`config.mk`:
```
export PLATFORM = sky130hd
export DESIGN_NAME = sat_cell
export DESIGN_NICKNAME = d
export VERILOG_FILES = /design/src/design/sat_pkg.sv /design/src/design/sat_cell.sv
export SDC_FILE = /design/constraint.sdc
export NUM_CORES = 1
export LEC_CHECK = 0
export BUFFER_PORTS_ARGS = -buffer_cell sky130_fd_sc_hd__buf_4
export CAP_MARGIN = 20
export CORE_AREA = 5 5 228 230
export DETAILED_ROUTE_END_ITERATION = 8
export DIE_AREA = 0 0 233 235
export HOLD_SLACK_MARGIN = 0.02
export PLACE_DENSITY = 0.69
export SYNTH_ARGS = -nofsm -noshare
export SYNTH_HDL_FRONTEND = slang
export SYNTH_SLANG_ARGS = --single-unit
```
`constraint.sdc`:
```
create_clock -name clk -period 5.6 [get_ports clk]
set_input_delay 1.12 -clock clk [delete_from_list [all_inputs] [get_ports clk]]
set_output_delay 1.12 -clock clk [all_outputs]
set_load 0.01 [all_outputs]
```
`src/design/sat_pkg.sv`:
```
`timescale 1ns / 1ps
// Package for the section address translation block: request codes,
// table entry, write and search token types. No dependencies.
package sat_pkg;

  // default table depth
  localparam int NUM_SECTIONS_DEF = 16;

  // widths fixed by the item fields
  localparam int IDX_W     = 4;
  localparam int COUNT_W   = 5;
  localparam int CFG_IDX_W = 4;

  // request types
  localparam logic [1:0] REQ_WRITE  = 2'd0;
  localparam logic [1:0] REQ_RVA    = 2'd1;
  localparam logic [1:0] REQ_OFFSET = 2'd2;

  // configuration register indexes
  localparam logic [CFG_IDX_W-1:0] CFG_BASE_ADDR     = 4'd0;
  localparam logic [CFG_IDX_W-1:0] CFG_SECTION_COUNT = 4'd1;

  // one section descriptor
  typedef struct packed {
    logic [31:0] vaddr;
    logic [31:0] vsize;
    logic [31:0] rawptr;
    logic [31:0] rawsize;
  } entry_t;

  // table write broadcast to every cell
  typedef struct packed {
    logic             en;
    logic [IDX_W-1:0] index;
    entry_t           entry;
  } wr_t;

  // search token walking down the chain of cells
  typedef struct packed {
    logic             valid;
    logic             by_offset;
    logic [63:0]      query;
    logic             found;
    logic [IDX_W-1:0] index;
    logic [31:0]      delta;
    entry_t           hit;
  } token_t;

endpackage

```
`src/design/sat_cell.sv`:
```
`timescale 1ns / 1ps
// One table cell: holds a section descriptor and checks the passing token.
// Depends on sat_pkg.
module sat_cell #(
  parameter int IDX = 0
) (
  input  logic                         clk,
  input  logic                         rst,
  input  sat_pkg::wr_t                 wr,
  input  logic [sat_pkg::COUNT_W-1:0]  section_count,
  input  sat_pkg::token_t              tok_in,
  output sat_pkg::token_t              tok_out
);

  localparam logic [sat_pkg::IDX_W-1:0] IDX_BITS = IDX[sat_pkg::IDX_W-1:0];

  sat_pkg::entry_t ent;
  logic            ent_valid;
  sat_pkg::entry_t cur;
  logic [31:0]     span;
  logic [31:0]     vend;
  logic [63:0]     ptr_ext;
  logic [63:0]     off_end;
  logic            rva_hit;
  logic            off_hit;
  logic            in_range;
  logic            take;
  sat_pkg::token_t tok_next;

  // an entry never written reads as all zero
  assign cur = ent_valid ? ent : '0;

  // relative address range check, end wraps at 32 bits
  assign span    = (cur.vsize != 32'd0) ? cur.vsize : cur.rawsize;
  assign vend    = cur.vaddr + span;
  assign rva_hit = (span != 32'd0) && (tok_in.query[31:0] >= cur.vaddr) &&
                   (tok_in.query[31:0] < vend);

  // file offset range check at full width
  assign ptr_ext = {32'd0, cur.rawptr};
  assign off_end = ptr_ext + {32'd0, cur.rawsize};
  assign off_hit = (cur.rawptr != 32'd0) && (cur.rawsize != 32'd0) &&
                   (tok_in.query >= ptr_ext) && (tok_in.query < off_end);

  assign in_range = IDX < int'(section_count);
  assign take     = tok_in.valid && !tok_in.found && in_range &&
                    (tok_in.by_offset ? off_hit : rva_hit);

  // descriptor storage
  always_ff @(posedge clk) begin
    if (rst) begin
      ent_valid <= 1'b0;
    end else if (wr.en && (IDX < (1 << sat_pkg::IDX_W)) && (wr.index == IDX_BITS)) begin
      ent_valid <= 1'b1;
      ent       <= wr.entry;
    end
  end

  // token as handed on, marked on the first match
  always_comb begin
    tok_next = tok_in;
    if (take) begin
      tok_next.found = 1'b1;
      tok_next.index = IDX_BITS;
      tok_next.hit   = cur;
      tok_next.delta = tok_in.by_offset ? (tok_in.query[31:0] - cur.rawptr)
                                        : (tok_in.query[31:0] - cur.vaddr);
    end
  end

  // hand the token to the next cell
  always_ff @(posedge clk) begin
    if (rst) begin
      tok_out <= '0;
    end else begin
      tok_out <= tok_next;
    end
  end

endmodule

```
## Word level (Yosys, flattened, before mapping)

Cells that the tools add are included.

- Register bits: 360
- Bits of input ports: 371

- Add/subtract/negate cells: 4
- $lt $le $gt $ge: 5
- Mux-type cells: 5
- Bitwise logic cells: 1
- Reductions and logical operators: 17

Operators with widths:

| operator | number |
|---|---|
| two-way mux 165 bit | 1 |
| two-way mux 128 bit | 1 |
| nonzero test 32 bit | 4 |
| greater-or-equal comparator 64 x 32 -> 1 bit | 1 |
| < comparator 64 x 33 -> 1 bit | 1 |
| two-way mux 32 bit | 2 |
| subtractor 32 bit | 2 |
| adder 32 x 32 -> 33 bit | 1 |
| adder 32 bit | 1 |
| greater-or-equal comparator 32 bit | 1 |
| < comparator 32 bit | 1 |
| logical AND 1 bit | 9 |
| < comparator 1 x 5 -> 1 bit, first input constant | 1 |
| zero test 4 bit | 1 |
| AND reduction 2 bit | 1 |
| OR reduction 2 bit | 1 |
| zero test 1 bit | 1 |
| two-way mux 1 bit | 1 |
| NOT 1 bit | 1 |

## Longest topological paths before layout

- Depth after elaboration: 9
- Gate-level depth with buffers: 31
- Depth with buffers taken out: 27

## Worst setup path before layout

No wires, ideal clock.

- Path type: register -> register
- Start: register ent[92] (netlist bit)
- End: register tok_out[133] (netlist bit)
- Library setup time: 0.070 ns
- Arrival time: 5.626 ns
- Setup slack: -0.096 ns
- Cell stages (with the launch flop): 28
- Period minus slack after synthesis: 5.696 ns
- Cells stage by stage: edfxtp_1 nor4_1 nand4_1 o21a_1 inv_1 clkbuf_1 a22o_1 ha_1 clkbuf_1 a21o_1 or3b_2 o2111ai_1 a31oi_1 nor2_1 o21bai_1 a21oi_1 xor2_1 ha_1 a21o_1 a21o_1 a21oi_1 o22ai_1 a2111oi_0 a21o_1 buf_2 clkbuf_1 o211ai_1 a21oi_1

- Cells in the longest elaborated chain, start to end: 9

RTL lines:

| element | RTL line | text |
|---|---|---|
| start: declaration | sat_cell.sv:17 | `sat_pkg::entry_t ent;` |
| start signal: assignment | sat_cell.sv:55 | `ent <= wr.entry;` |
| two-way mux 128 bit (*) | sat_cell.sv:31 | `assign cur = ent_valid ? ent : '0;` |
| nonzero test 32 bit | sat_cell.sv:34 | `assign span = (cur.vsize != 32'd0) ? cur.vsize : cur.rawsize;` |
| two-way mux 32 bit (*) | sat_cell.sv:34 |  |
| adder 32 bit or nonzero test 32 bit (tied branches) | sat_cell.sv:35, sat_cell.sv:36 |  |
| < comparator 32 bit or logical AND 1 bit (tied branches) | sat_cell.sv:37, sat_cell.sv:36 |  |
| logical AND 1 bit (*) | sat_cell.sv:36 | `assign rva_hit = (span != 32'd0) && (tok_in.query[31:0] >= cur.vaddr) &&` |
| two-way mux 1 bit (*) | sat_cell.sv:47 | `(tok_in.by_offset ? off_hit : rva_hit);` |
| logical AND 1 bit (*) | sat_cell.sv:46 | `assign take = tok_in.valid && !tok_in.found && in_range &&` |
| two-way mux 165 bit (*) | sat_cell.sv:62 | `if (take) begin` |
| end signal: assignment | sat_cell.sv:76 | `tok_out <= tok_next;` |
| end: declaration | sat_cell.sv:12 | `output sat_pkg::token_t tok_out` |

Mark *: on every way between the ends. The rest lies on a longest branch, timed or not.
A chain may end at the register's enable or synchronous reset.

## Worst setup path in the final report

- Start: register ent[66] (netlist bit)
- End: register tok_out[97] (netlist bit)

The elaborated chain is that of the path after synthesis.

==> impl_metrics.csv <==
group,metric,value,unit
timing,max_freq,0.157,GHz
grt,grt.overflow.total,0,
floorplanning,die_y,235,um
clock_tree,clk_pin_slew,70,ps
logic_synthesis,async_reset_ff_frac,0,
floorplanning,io_pins,602,
logic_synthesis,syn_area,20800,um^2
critical_path,crit_top_cell,"buf_4",
grt,grt_pass1_vias,21400,
timing,slew_headroom,0.290,
detailed_routing,vias_per_cell,5.47,
detailed_routing,ant_nets,0,
power_and_ir_drop,leakage,14.8,nW
final_layout,fin_util,0.624,
clock_tree,clockBufferDepth,3,
logic_synthesis,ys.flop_type,"dfxtp_1",
critical_path,critPathArrivalTime,6840,ps
timing,post-route-period-util,1.14,
power_and_ir_drop,power.total,6.44,mW
detailed_routing,wl,91500,um
clock_tree,numCtsBuffers,38,
critical_path,slowest_stage,"nor4_4",
timing,hold_viol_final,0,
run_status,violations,"setup timing",
critical_path,crit_fanout,8,
placed_design,dpl_cell_area,28500,um^2
timing,timing.final.ws_setup,-757,ps
grt,grt_first_pass_wirelength,129000,um
timing,tightest_slew,1060,ps
logic_synthesis,syn_inst,2340,
final_layout,final_cell_area,31000,um^2
timing,maxSlewViolCount,0,
logic_synthesis,ys_ff_latch,360,
logic_synthesis,avgSynthCellArea,8.88,um^2
floorplanning,start_util,0.418,
critical_path,reg2reg_from,"ent[66]",
logic_synthesis,yosysMostFrequentCell,"nand2_1",
detailed_routing,num_vias,21800,
hold_path,hp-class,"reg -> reg",
grt,grt_max_degree,89,
final_layout,fin_nets,3838,
clock_tree,cts.sinks,360,
hold_path,hold_end,"ent_valid",
critical_path,crit_type,"reg -> reg",
logic_synthesis,synth-edff-count,128,
grt,antenna_found_initial,4,
run,drv_cap,0,
detailed_routing,first_pass_iters,7,
critical_path,ff2ff_path_depth,33,
logic_synthesis,synth_cell_types,73,
grt,grt_use_total,0.307,
placed_design,numPortBuffers,601,
timing,hold_ws,586,ps
clock_tree,tritoncts,"yes",
detailed_routing,drc,0,
hold_path,min_from,"ent_valid",
floorplanning,core,49700,um^2
timing,finalCriticalPeriod,6360,ps
floorplanning,dieArea,54800,um^2
clock_tree,cts_root_buf,"clkbuf_16",
critical_path,ff2ff_setup_slack,-760,ps
critical_path,rr_endpoint,"tok_out[97]",
logic_synthesis,ys_seq_area_frac,0.409,
logic_synthesis,ys_top_cells_by_count,"nand2_1 (389), a21oi_1 (266), dfxtp_1 (232)",
critical_path,crit_path_start_kind,"flip-flop",
timing,setup_violations,165,
logic_synthesis,synth_top_area_frac,0.224,
critical_path,crit_buf_inv,9,
detailed_routing,drtIter0Drc,1690,
final_layout,area_growth,49.2,%
power_and_ir_drop,p_per_area,208,nW/um^2
floorplanning,die_w,233,um
final_layout,drive_above_1_share,0.364,
critical_path,crit_required,6080,ps
power_and_ir_drop,ir_worst_vdd,0.211,mV
critical_path,crit_path_max_incr_delay,530,ps
critical_path,end_kind,"flip-flop",
clock_tree,cts-hold-fix-buffers,0,
run_status,outcome,"finished, violations left",
clock_tree,insertion_delay,560,ps
logic_synthesis,synth_top_area_cell,"dfxtp_1",
clock_tree,htreeDepth,2,
logic_synthesis,synth_nets,2905,
timing,rsz0062_at_grt,"yes",
floorplanning,rows,82,
critical_path,critical-path-top-delay-family,"compound AO/OA/AOI/OAI gates",
timing,fin_worst_skew,19.5,ps
placed_design,gp_routability_congestion,0.942,
logic_synthesis,yosysWarnings,0,
logic_synthesis,synth.area.top_cells,"dfxtp_1 (22%), edfxtp_1 (18%), ha_1 (11%)",
hold_path,min_path_cells,1,
placed_design,place_hpwl,73200,um
detailed_routing,wl_per_cell,23.0,um
-- cells in the final DEF, fill, tap and decap left out, types with 48 or more instances in the layout --
master,n
nor2_1,81
o21ai_0,72
edfxtp_1,128
nand2_1,365
inv_1,97
nor2b_1,77
a21oi_1,236
dfxtp_1,231
buf_4,952
nand3_1,62
ha_1,184
xnor2_1,57
a21o_1,71
clkbuf_16,48
-- metal layers --
layer	wire (um)	vias to the layer above	global-route usage
met4	2720	2	0.0822
met2	44200	916	0.531
met5	11	-	0
li1	-	10300	-
met1	37600	10500	0.395
met3	7020	127	0.0542
-- state kept, by name, indices dropped and copies added, names as in the netlist --
register,cells
ent,128
ent_valid,1
tok_out,231
-- cell families after synthesis --
logic type	share of synthesized area
muxes	0.00548
adders and majority gates	0.118
DFF	0.409
buffers and inverters	0.0403
and+or+nand+nor	0.194
AOI/OAI and AO/OA	0.191
xor gates and xnor gates	0.0417
-- final cells by class --
type	instances	area, um^2
Antenna cell	1	2.50
Clock buffer	55	1140
Clock inverter	14	75.1
Fill cell	4302	18700
Inverter	99	374
Multi-Input combinational cell	1780	12100
Sequential cell	360	8490
Tap cell	672	841
Timing Repair Buffer	994	7970
-- metrics by stage --
step                cells  worst slack [ps]  TNS (ps)
floorplan            2340              64.2         0
global placement     3863             -1710   -239700
detailed placement   3863             -1760   -250140
CTS                  3955              -589    -84680
global route         3975              -778   -114440
finish               3975              -757   -109080
-- power by group --
part / internal [mW] / switching [mW]
Clock: 1.42 / 1.04
Sequential: 2.81 / 0.0367
Combinational: 0.552 / 0.581
-- what timing repair did --
item	4_1_cts	5_1_grt
resized for setup	91	103
buffers inserted	19	12
setup endpoints to repair	165	165
pin swaps	62	49
cloned	5	10
-- worst max-delay path by stage --
stage                        end    start  slack [ps]  depth (start not counted)
global route        tok_out[136]  ent[66]        -780                         29
CTS                  tok_out[66]  ent[66]        -590                         29
global placement    tok_out[138]  ent[91]       -1710                         27
floorplan           tok_out[133]  ent[92]          60                         27
finish               tok_out[97]  ent[66]        -760                         33
detailed placement  tok_out[138]  ent[91]       -1760                         27
Note: power is estimated with default switching activity, not from simulation.
