**src/design/sat_pkg.sv**
```systemverilog
`timescale 1ns / 1ps
// Package for the section address translation block: request codes,
// table entry, write and search token types. No dependencies.
package sat_pkg;

  // default table depth
  localparam int NUM_SECTIONS_DEF = 16;

  // widths fixed by the item fields
  localparam int IDX_W     = 4;
  localparam int COUNT_W   = 5;
  localparam int CFG_IDX_W = 4;

  // request types
  localparam logic [1:0] REQ_WRITE  = 2'd0;
  localparam logic [1:0] REQ_RVA    = 2'd1;
  localparam logic [1:0] REQ_OFFSET = 2'd2;

  // configuration register indexes
  localparam logic [CFG_IDX_W-1:0] CFG_BASE_ADDR     = 4'd0;
  localparam logic [CFG_IDX_W-1:0] CFG_SECTION_COUNT = 4'd1;

  // one section descriptor
  typedef struct packed {
    logic [31:0] vaddr;
    logic [31:0] vsize;
    logic [31:0] rawptr;
    logic [31:0] rawsize;
  } entry_t;

  // table write broadcast to every cell
  typedef struct packed {
    logic             en;
    logic [IDX_W-1:0] index;
    entry_t           entry;
  } wr_t;

  // search token walking down the chain of cells
  typedef struct packed {
    logic             valid;
    logic             by_offset;
    logic [63:0]      query;
    logic             found;
    logic [IDX_W-1:0] index;
    logic [31:0]      delta;
    entry_t           hit;
  } token_t;

endpackage

```
**src/design/sat_rsp_if.sv**
```systemverilog
`timescale 1ns / 1ps
// Result channel interface for the section address translation block.
// Depends on nothing.
interface sat_rsp_if;
  logic        valid;
  logic        ready;
  logic        section_found;
  logic [3:0]  match_index;
  logic        rva_present;
  logic [31:0] result_rva;
  logic        va_present;
  logic [63:0] result_va;
  logic        file_present;
  logic [63:0] result_file_offset;
  logic        fully_valid;

  modport source (
    output valid, section_found, match_index, rva_present, result_rva, va_present,
           result_va, file_present, result_file_offset, fully_valid,
    input  ready
  );
  modport sink (
    input  valid, section_found, match_index, rva_present, result_rva, va_present,
           result_va, file_present, result_file_offset, fully_valid,
    output ready
  );
endinterface

```
**src/design/sat_result.sv**
```systemverilog
`timescale 1ns / 1ps
// Result stage: parks the finished token and forms the translated fields
// into the output register. Depends on sat_pkg and sat_rsp_if.
module sat_result (
  input  logic            clk,
  input  logic            rst,
  input  sat_pkg::token_t tok_in,
  input  logic [63:0]     base_addr,
  output logic            retire,
  sat_rsp_if.source       rsp
);

  sat_pkg::token_t pend;
  logic            pend_valid;
  logic            out_valid;
  logic            take;

  logic        found;
  logic [3:0]  index;
  logic        rva_p;
  logic [31:0] rva;
  logic        va_p;
  logic [63:0] va;
  logic        file_p;
  logic [63:0] foff;
  logic        fv;

  assign take   = out_valid && rsp.ready;
  assign retire = pend_valid && (!out_valid || take);

  // field formation from the parked token
  always_comb begin
    found  = pend.found;
    index  = pend.index;
    rva_p  = 1'b0;
    rva    = 32'd0;
    va_p   = 1'b0;
    va     = 64'd0;
    file_p = 1'b0;
    foff   = 64'd0;
    fv     = 1'b0;
    if (pend.by_offset) begin
      file_p = 1'b1;
      foff   = pend.query;
      if (pend.found) begin
        rva_p = 1'b1;
        rva   = pend.hit.vaddr + pend.delta;
        va_p  = 1'b1;
        va    = base_addr + {32'd0, rva};
        fv    = 1'b1;
      end
    end else begin
      rva_p = 1'b1;
      rva   = pend.query[31:0];
      va_p  = 1'b1;
      va    = base_addr + {32'd0, rva};
      if (pend.found && (pend.hit.rawptr != 32'd0) && (pend.delta < pend.hit.rawsize)) begin
        file_p = 1'b1;
        foff   = {32'd0, pend.hit.rawptr} + {32'd0, pend.delta};
        fv     = 1'b1;
      end
    end
  end

  // parking register for the token leaving the chain
  always_ff @(posedge clk) begin
    if (rst) begin
      pend_valid <= 1'b0;
    end else if (tok_in.valid) begin
      pend_valid <= 1'b1;
      pend       <= tok_in;
    end else if (retire) begin
      pend_valid <= 1'b0;
    end
  end

  // output register
  always_ff @(posedge clk) begin
    if (rst) begin
      out_valid <= 1'b0;
    end else if (retire) begin
      out_valid              <= 1'b1;
      rsp.section_found      <= found;
      rsp.match_index        <= index;
      rsp.rva_present        <= rva_p;
      rsp.result_rva         <= rva;
      rsp.va_present         <= va_p;
      rsp.result_va          <= va;
      rsp.file_present       <= file_p;
      rsp.result_file_offset <= foff;
      rsp.fully_valid        <= fv;
    end else if (take) begin
      out_valid <= 1'b0;
    end
  end

  assign rsp.valid = out_valid;

endmodule

```
**src/flat_wrapper.sv**
```systemverilog
// flat-port wrapper written by rule: the top's interface ports become plain ports
module sat_result_flat 
  (clk, rst, tok_in, base_addr, retire, rsp_valid, rsp_section_found, rsp_match_index, rsp_rva_present, rsp_result_rva, rsp_va_present, rsp_result_va, rsp_file_present, rsp_result_file_offset, rsp_fully_valid, rsp_ready);
  sat_rsp_if rsp_i ();
  input  logic clk;
  input  logic rst;
  input  sat_pkg::token_t tok_in;
  input  logic [63:0] base_addr;
  output logic retire;
  output wire logic [$bits(rsp_i.valid)-1:0] rsp_valid;
  output wire logic [$bits(rsp_i.section_found)-1:0] rsp_section_found;
  output wire logic [$bits(rsp_i.match_index)-1:0] rsp_match_index;
  output wire logic [$bits(rsp_i.rva_present)-1:0] rsp_rva_present;
  output wire logic [$bits(rsp_i.result_rva)-1:0] rsp_result_rva;
  output wire logic [$bits(rsp_i.va_present)-1:0] rsp_va_present;
  output wire logic [$bits(rsp_i.result_va)-1:0] rsp_result_va;
  output wire logic [$bits(rsp_i.file_present)-1:0] rsp_file_present;
  output wire logic [$bits(rsp_i.result_file_offset)-1:0] rsp_result_file_offset;
  output wire logic [$bits(rsp_i.fully_valid)-1:0] rsp_fully_valid;
  input wire logic [$bits(rsp_i.ready)-1:0] rsp_ready;
  assign rsp_valid = rsp_i.valid;
  assign rsp_section_found = rsp_i.section_found;
  assign rsp_match_index = rsp_i.match_index;
  assign rsp_rva_present = rsp_i.rva_present;
  assign rsp_result_rva = rsp_i.result_rva;
  assign rsp_va_present = rsp_i.va_present;
  assign rsp_result_va = rsp_i.result_va;
  assign rsp_file_present = rsp_i.file_present;
  assign rsp_result_file_offset = rsp_i.result_file_offset;
  assign rsp_fully_valid = rsp_i.fully_valid;
  assign rsp_i.ready = rsp_ready;
  sat_result u_core (.clk(clk), .rst(rst), .tok_in(tok_in), .base_addr(base_addr), .retire(retire), .rsp(rsp_i));
endmodule
```
**config.mk**
```make
export PLATFORM = sky130hd
export DESIGN_NAME = sat_result_flat
export DESIGN_NICKNAME = d
export VERILOG_FILES = /design/src/design/sat_pkg.sv /design/src/design/sat_rsp_if.sv /design/src/design/sat_result.sv /design/src/flat_wrapper.sv
export SDC_FILE = /design/constraint.sdc
export NUM_CORES = 1
export LEC_CHECK = 0
export BUFFER_PORTS_ARGS = -buffer_cell sky130_fd_sc_hd__buf_2
export CAP_MARGIN = 20
export CORE_AREA = 2 2 249 251
export DETAILED_ROUTE_END_ITERATION = 12
export DIE_AREA = 0 0 251 253
export PLACE_DENSITY = 0.57
export SKIP_CTS_REPAIR_TIMING = 1
export SLEW_MARGIN = 10
export SYNTH_ARGS = -nofsm -noshare
export SYNTH_HDL_FRONTEND = slang
export SYNTH_SLANG_ARGS = --single-unit
```
**constraint.sdc**
```tcl
create_clock -name clk -period 10.65 [get_ports clk]
set_input_delay 1.5975 -clock clk [delete_from_list [all_inputs] [get_ports clk]]
set_output_delay 1.5975 -clock clk [all_outputs]
set_load 0.02 [all_outputs]
```
=== Yosys cells after proc, flatten, opt, wreduce, memory -nomap -nowiden ===
Index checks and enable logic that the tools add are counted.

* Register bits after elaboration: 368
* Input port bits: 298

* Add/sub/neg operators: 4
* $lt $le $gt $ge: 1
* Muxes and demuxes: 13
* Bitwise gates (word level): 1
* Reductions and logical operators: 11

{| class="wikitable"
|+ Operators by type and width
! kind !! number
|-
| 64-bit two-way mux || 4
|-
| 64-bit by 32-bit adder with 64-bit output || 2
|-
| 32-bit two-way mux || 2
|-
| 32-bit by 32-bit adder with 33-bit output || 1
|-
| 32-bit adder || 1
|-
| 32-bit < comparator || 1
|-
| 32-bit nonzero test || 1
|-
| 1-bit two-way mux || 7
|-
| 1-bit logical AND || 4
|-
| 2-bit AND reduction || 2
|-
| 2-bit nonzero test || 2
|-
| 1-bit logical NOT || 1
|-
| 1-bit logical OR || 1
|-
| 1-bit NOT || 1
|}

=== Depth between registers and ports, before layout ===
* Depth after elaboration: 5
* Mapped depth: 25
* Mapped depth without buffers: 24

=== Worst setup path before layout ===
Ideal clock, no wire load.

* Kind: in2reg
* Start: in rst
* End: reg u_core.pend (netlist bit u_core.found) (enable)
* Library setup time: 0.786 ns
* Data arrival time: 10.362 ns
* Setup slack: -0.498 ns
* Cell stages on the path: 1
* Path buffers: 0
* Cells stage by stage: nor2b_1

* Word-level cells in the longest chain between the ends: 2

{| class="wikitable"
|+ RTL lines
! what !! RTL line !! text
|-
| start: declaration || flat_wrapper.sv:6 || <nowiki>input logic rst;</nowiki>
|-
| 1-bit NOT (no source line) || -- ||
|-
| 2-bit AND reduction (no source line) || -- ||
|-
| end signal: assignment || sat_result.sv:71 || <nowiki>pend <= tok_in;</nowiki>
|-
| end: declaration || sat_result.sv:13 || <nowiki>sat_pkg::token_t pend;</nowiki>
|}

No other way between the ends.
A chain may end at the register's enable or synchronous reset.

=== Final worst setup path ===
* Start: reg u_core.pend[128] (netlist name)
* End: reg u_core.rsp.result_va[37] (netlist name) (data pin)

* Word-level cells in the longest chain between the ends: 4

{| class="wikitable"
|+ RTL lines
! what !! RTL line !! text
|-
| 32-bit adder || sat_result.sv:47 || <nowiki>rva = pend.hit.vaddr + pend.delta;</nowiki>
|-
| 64-bit by 32-bit adder with 64-bit output || sat_result.sv:49 || <nowiki>va = base_addr + {32'd0, rva};</nowiki>
|-
| 64-bit two-way mux || sat_result.sv:45 || <nowiki>if (pend.found) begin</nowiki>
|-
| 64-bit two-way mux || sat_result.sv:42 || <nowiki>if (pend.by_offset) begin</nowiki>
|-
| net u_core.va[37] || sat_result.sv:23 || <nowiki>logic [63:0] va;</nowiki>
|-
| end signal: assignment || sat_result.sv:88 || <nowiki>rsp.result_va <= va;</nowiki>
|-
| end: declaration || sat_rsp_if.sv:19 || <nowiki>result_va, file_present, result_file_offset, fully_valid,</nowiki>
|}

The timed path passes the listed nets, and every way through them passes these cells.

==> impl_metrics.sql <==
INSERT INTO impl_metrics (metric_group, metric, value, unit) VALUES
('yosys', 'ys_async_sr_fraction', '0', ''),
('route', 'dr.pass1.iters', '5', ''),
('route', 'routed-via-count', '16800', ''),
('pwr', 'p_int', '3.00', 'mW'),
('clock_tree', 'clk_latency', '590', 'ps'),
('sta', 'maxClockFrequency', '157', 'MHz'),
('sta', 'finalMaxSlewViolations', '0', ''),
('sta', 'timing.final.setup_violations', '0', ''),
('flow_run', 'maxCapViolations', '0', ''),
('outcome', 'outcome', 'completed', ''),
('setup_path', 'crit_path_end_kind', 'flip-flop', ''),
('yosys', 'synth.yosys.seq_area_share', '0.522', ''),
('place', 'dp_hpwl', '53.0', 'mm'),
('yosys', 'syn_area', '21100', 'sq um'),
('sta', 'postLayoutSetupSlackWorst', '4270', 'ps'),
('sta', 'layout_min_cycle_time', '6380', 'ps'),
('pwr', 'comb_power_share', '0.256', ''),
('sta', 'setup_tns_after_final_layout', '0', 'ps'),
('route', 'wl_met2', '31.7', 'mm'),
('place', 'post_dp_cell_area', '24200', 'sq um'),
('place', 'routability_congestion_estimate', '0.901', ''),
('clock_tree', 'cts_root_buf', 'sky130_fd_sc_hd__clkbuf_16', ''),
('yosys', 'synth_edf_count', '366', ''),
('sta', 'timing.final.crit_share', '0.599', ''),
('pwr', 'worst_ir_drop_vdd', '0.125', 'mV'),
('pwr', 'cellPowerDensity', '170', 'nW/um^2'),
('die', 'placementRows', '91', ''),
('pwr', 'switching_share', '0.311', ''),
('yosys', 'synthesis.nets', '2332', ''),
('die', 'die_outline_area', '63500', 'sq um'),
('clock_tree', 'worst_setup_hold_path_clk_slew', '60', 'ps'),
('pwr', 'total_switching_power', '1.35', 'mW'),
('setup_path', 'worstSetupPathType', 'reg2reg', ''),
('route', 'routed_wl_met3', '3.65', 'mm'),
('pwr', 'seq_power_share', '0.402', ''),
('min_path', 'hold_class', 'reg2reg', ''),
('finish', 'syn_to_final_growth', '21.4', '%'),
('route', 'drt_drc_violations_left', '0', ''),
('yosys', 'ys_types', '77', ''),
('die', 'fp.coreArea', '61000', 'sq um'),
('yosys', 'synth-seq-cells', '368', ''),
('setup_path', 'crit_required', '10920', 'ps'),
('route', 'initial_drc_count', '948', ''),
('sta', 'hold_violations', '0', ''),
('die', 'die_width', '251', 'um'),
('route', 'routed_wl', '68.1', 'mm'),
('place', 'io_buffer_count', '436', ''),
('clock_tree', 'numClockSinks', '368', ''),
('global_route', 'grt_first_pass_wirelength', '100', 'mm'),
('die', 'initial_core_util', '0.346', ''),
('die', 'ios', '469', ''),
('setup_path', 'setup.worst_path.start_class', 'flip-flop', ''),
('sta', 'relSlewSlack', '0.305', ''),
('route', 'detail_route.wirelength.met1', '30.2', 'mm'),
('finish', 'fin_nets', '2766', ''),
('route', 'routed_via_density', '5.35', ''),
('global_route', 'initial_antenna_violation_count', '13', ''),
('global_route', 'grt_pass1_vias', '16700', ''),
('die', 'dieHeight', '253', 'um'),
('global_route', 'largest_net_degree_at_the_start_of_global_routing', '166', ''),
('yosys', 'synthTopCellsByArea', 'sky130_fd_sc_hd__edfxtp_1, sky130_fd_sc_hd__ha_1, sky130_fd_sc_hd__a21oi_1, sky130_fd_sc_hd__a21o_1, sky130_fd_sc_hd__xnor2_1', ''),
('clock_tree', 'cts_tree', 'yes', ''),
('yosys', 'post_synth_most_frequent_cells', 'sky130_fd_sc_hd__edfxtp_1, sky130_fd_sc_hd__ha_1, sky130_fd_sc_hd__a21oi_1, sky130_fd_sc_hd__nand2_1, sky130_fd_sc_hd__o21ai_0', ''),
('yosys', 'synthMostInstantiatedCell', 'sky130_fd_sc_hd__edfxtp_1', ''),
('clock_tree', 'ctsHtreeMaxLevel', '2', ''),
('pwr', 'power.clock.fraction', '0.342', ''),
('yosys', 'synth_area_leader_cell', 'sky130_fd_sc_hd__edfxtp_1', ''),
('yosys', 'synth_top_area_frac', '0.520', ''),
('clock_tree', 'numCtsBuffers', '45', ''),
('sta', 'worst_hold_slack', '420', 'ps'),
('sta', 'setup_repair_after_global_routing_missed_its_margin', 'no', '');
-- placed cells by master, fill, tap and decap left out, types with 10 or more instances in the layout --
master and n:
sky130_fd_sc_hd__buf_2 437, sky130_fd_sc_hd__edfxtp_1 366, sky130_fd_sc_hd__ha_1 162, sky130_fd_sc_hd__a21oi_1 149, sky130_fd_sc_hd__nand2_1 144, sky130_fd_sc_hd__o21ai_0 106
sky130_fd_sc_hd__nor2_1 98, sky130_fd_sc_hd__a21o_1 85, sky130_fd_sc_hd__xnor2_1 72, sky130_fd_sc_hd__inv_1 68, sky130_fd_sc_hd__xor2_1 49, sky130_fd_sc_hd__nand3_1 45
sky130_fd_sc_hd__clkbuf_16 45, sky130_fd_sc_hd__and2_1 39, sky130_fd_sc_hd__a22o_1 37, sky130_fd_sc_hd__o22ai_1 31, sky130_fd_sc_hd__nand4_1 30, sky130_fd_sc_hd__a211oi_1 29
sky130_fd_sc_hd__nor3_1 24, sky130_fd_sc_hd__nor2b_1 20, sky130_fd_sc_hd__o21bai_1 19, sky130_fd_sc_hd__o211ai_1 17, sky130_fd_sc_hd__o21a_1 16, sky130_fd_sc_hd__and3_1 15
sky130_fd_sc_hd__nand2b_1 14, sky130_fd_sc_hd__nor4_1 13, sky130_fd_sc_hd__o31ai_1 12, sky130_fd_sc_hd__or3_1 11, sky130_fd_sc_hd__mux2_2 10, sky130_fd_sc_hd__clkinv_1 10
-- layout make-up --
cell class	instances	area [sq um]
Fill cell	5855	35400
Sequential cell	368	11000
Multi-Input combinational cell	1371	9630
Timing Repair Buffer	447	2270
Clock buffer	53	1160
Tap cell	790	988
Clock inverter	30	285
Inverter	69	259
Antenna cell	8	20.0
-- state kept, by name (all words and copies together) (netlist names) --
| signal | cells |
|---|---|
| u_core.pend | 193 |
| u_core.rsp.result_file_offset | 64 |
| u_core.rsp.result_va | 64 |
| u_core.rsp.result_rva | 32 |
| u_core.index | 4 |
| u_core.rsp.match_index | 4 |
| u_core.found | 1 |
| u_core.pend_valid | 1 |
| u_core.rsp.file_present | 1 |
| u_core.rsp.fully_valid | 1 |
| u_core.rsp.section_found | 1 |
| u_core.rsp.va_present | 1 |
| u_core.rsp.valid | 1 |
-- kinds of logic after synthesis --
group,share of synthesized area
and+or+nand+nor,0.112
AOI/OAI and AO/OA,0.185
buffers and inverters,0.0237
muxes,0.00746
DFF,0.522
xor gates and xnor gates,0.0502
adders and majority gates,0.0997
-- per-layer routing --
metal	track usage	up-vias
met3	0.0315	107
met4	0.0854	6
met1	0.280	8047
met5	0	-
li1	-	8040
met2	0.339	562
-- path summary, 6_finish.rpt --
kind                    startpoint                   endpoint  slack, ps  cells past startpoint
setup / recovery  u_core.pend[128]   u_core.rsp.result_va[37]       4270                     21
hold / removal     u_core.index[3]  u_core.rsp.match_index[3]        420                      0
setup reg to reg  u_core.pend[128]   u_core.rsp.result_va[37]       4270                     21
hold reg to reg    u_core.index[3]  u_core.rsp.match_index[3]        420                      0
-- power groups by stage --
stage | clock network (mW) | registers (mW) | logic [mW]
2_1_floorplan | 0 | 1.80 | 0.737
3_3_place_gp | 0 | 1.78 | 1.09
3_5_place_dp | 0 | 1.78 | 1.10
4_1_cts | 1.53 | 1.75 | 1.11
5_1_grt | 1.58 | 1.76 | 1.23
6_report | 1.49 | 1.75 | 1.11
-- per-stage QoR --
stage               utilization  std cells
floorplan                     -       1868
global placement          0.396       3044
detailed placement        0.396       3045
CTS                       0.420       3128
global route              0.420       3135
finish                    0.420       3136
-- critical path, cell delays in order (launching register included) --
cell	delay [ps]
sky130_fd_sc_hd__edfxtp_1	390
sky130_fd_sc_hd__ha_1	250
sky130_fd_sc_hd__inv_1	70
sky130_fd_sc_hd__fa_1	410
sky130_fd_sc_hd__nor2b_1	120
sky130_fd_sc_hd__o21ai_0	110
sky130_fd_sc_hd__a21oi_1	240
sky130_fd_sc_hd__o21ai_0	180
sky130_fd_sc_hd__o21bai_1	420
sky130_fd_sc_hd__a311oi_1	270
sky130_fd_sc_hd__o31ai_1	490
sky130_fd_sc_hd__nand3_1	180
sky130_fd_sc_hd__a21boi_0	410
sky130_fd_sc_hd__nor2_1	130
sky130_fd_sc_hd__ha_1	350
sky130_fd_sc_hd__a21o_1	170
sky130_fd_sc_hd__a21oi_1	240
sky130_fd_sc_hd__o21ai_0	280
sky130_fd_sc_hd__o21ai_1	680
sky130_fd_sc_hd__nand2_1	340
sky130_fd_sc_hd__a21oi_1	250
sky130_fd_sc_hd__a211oi_1	70
Note: power is estimated with default switching activity, not from simulation.
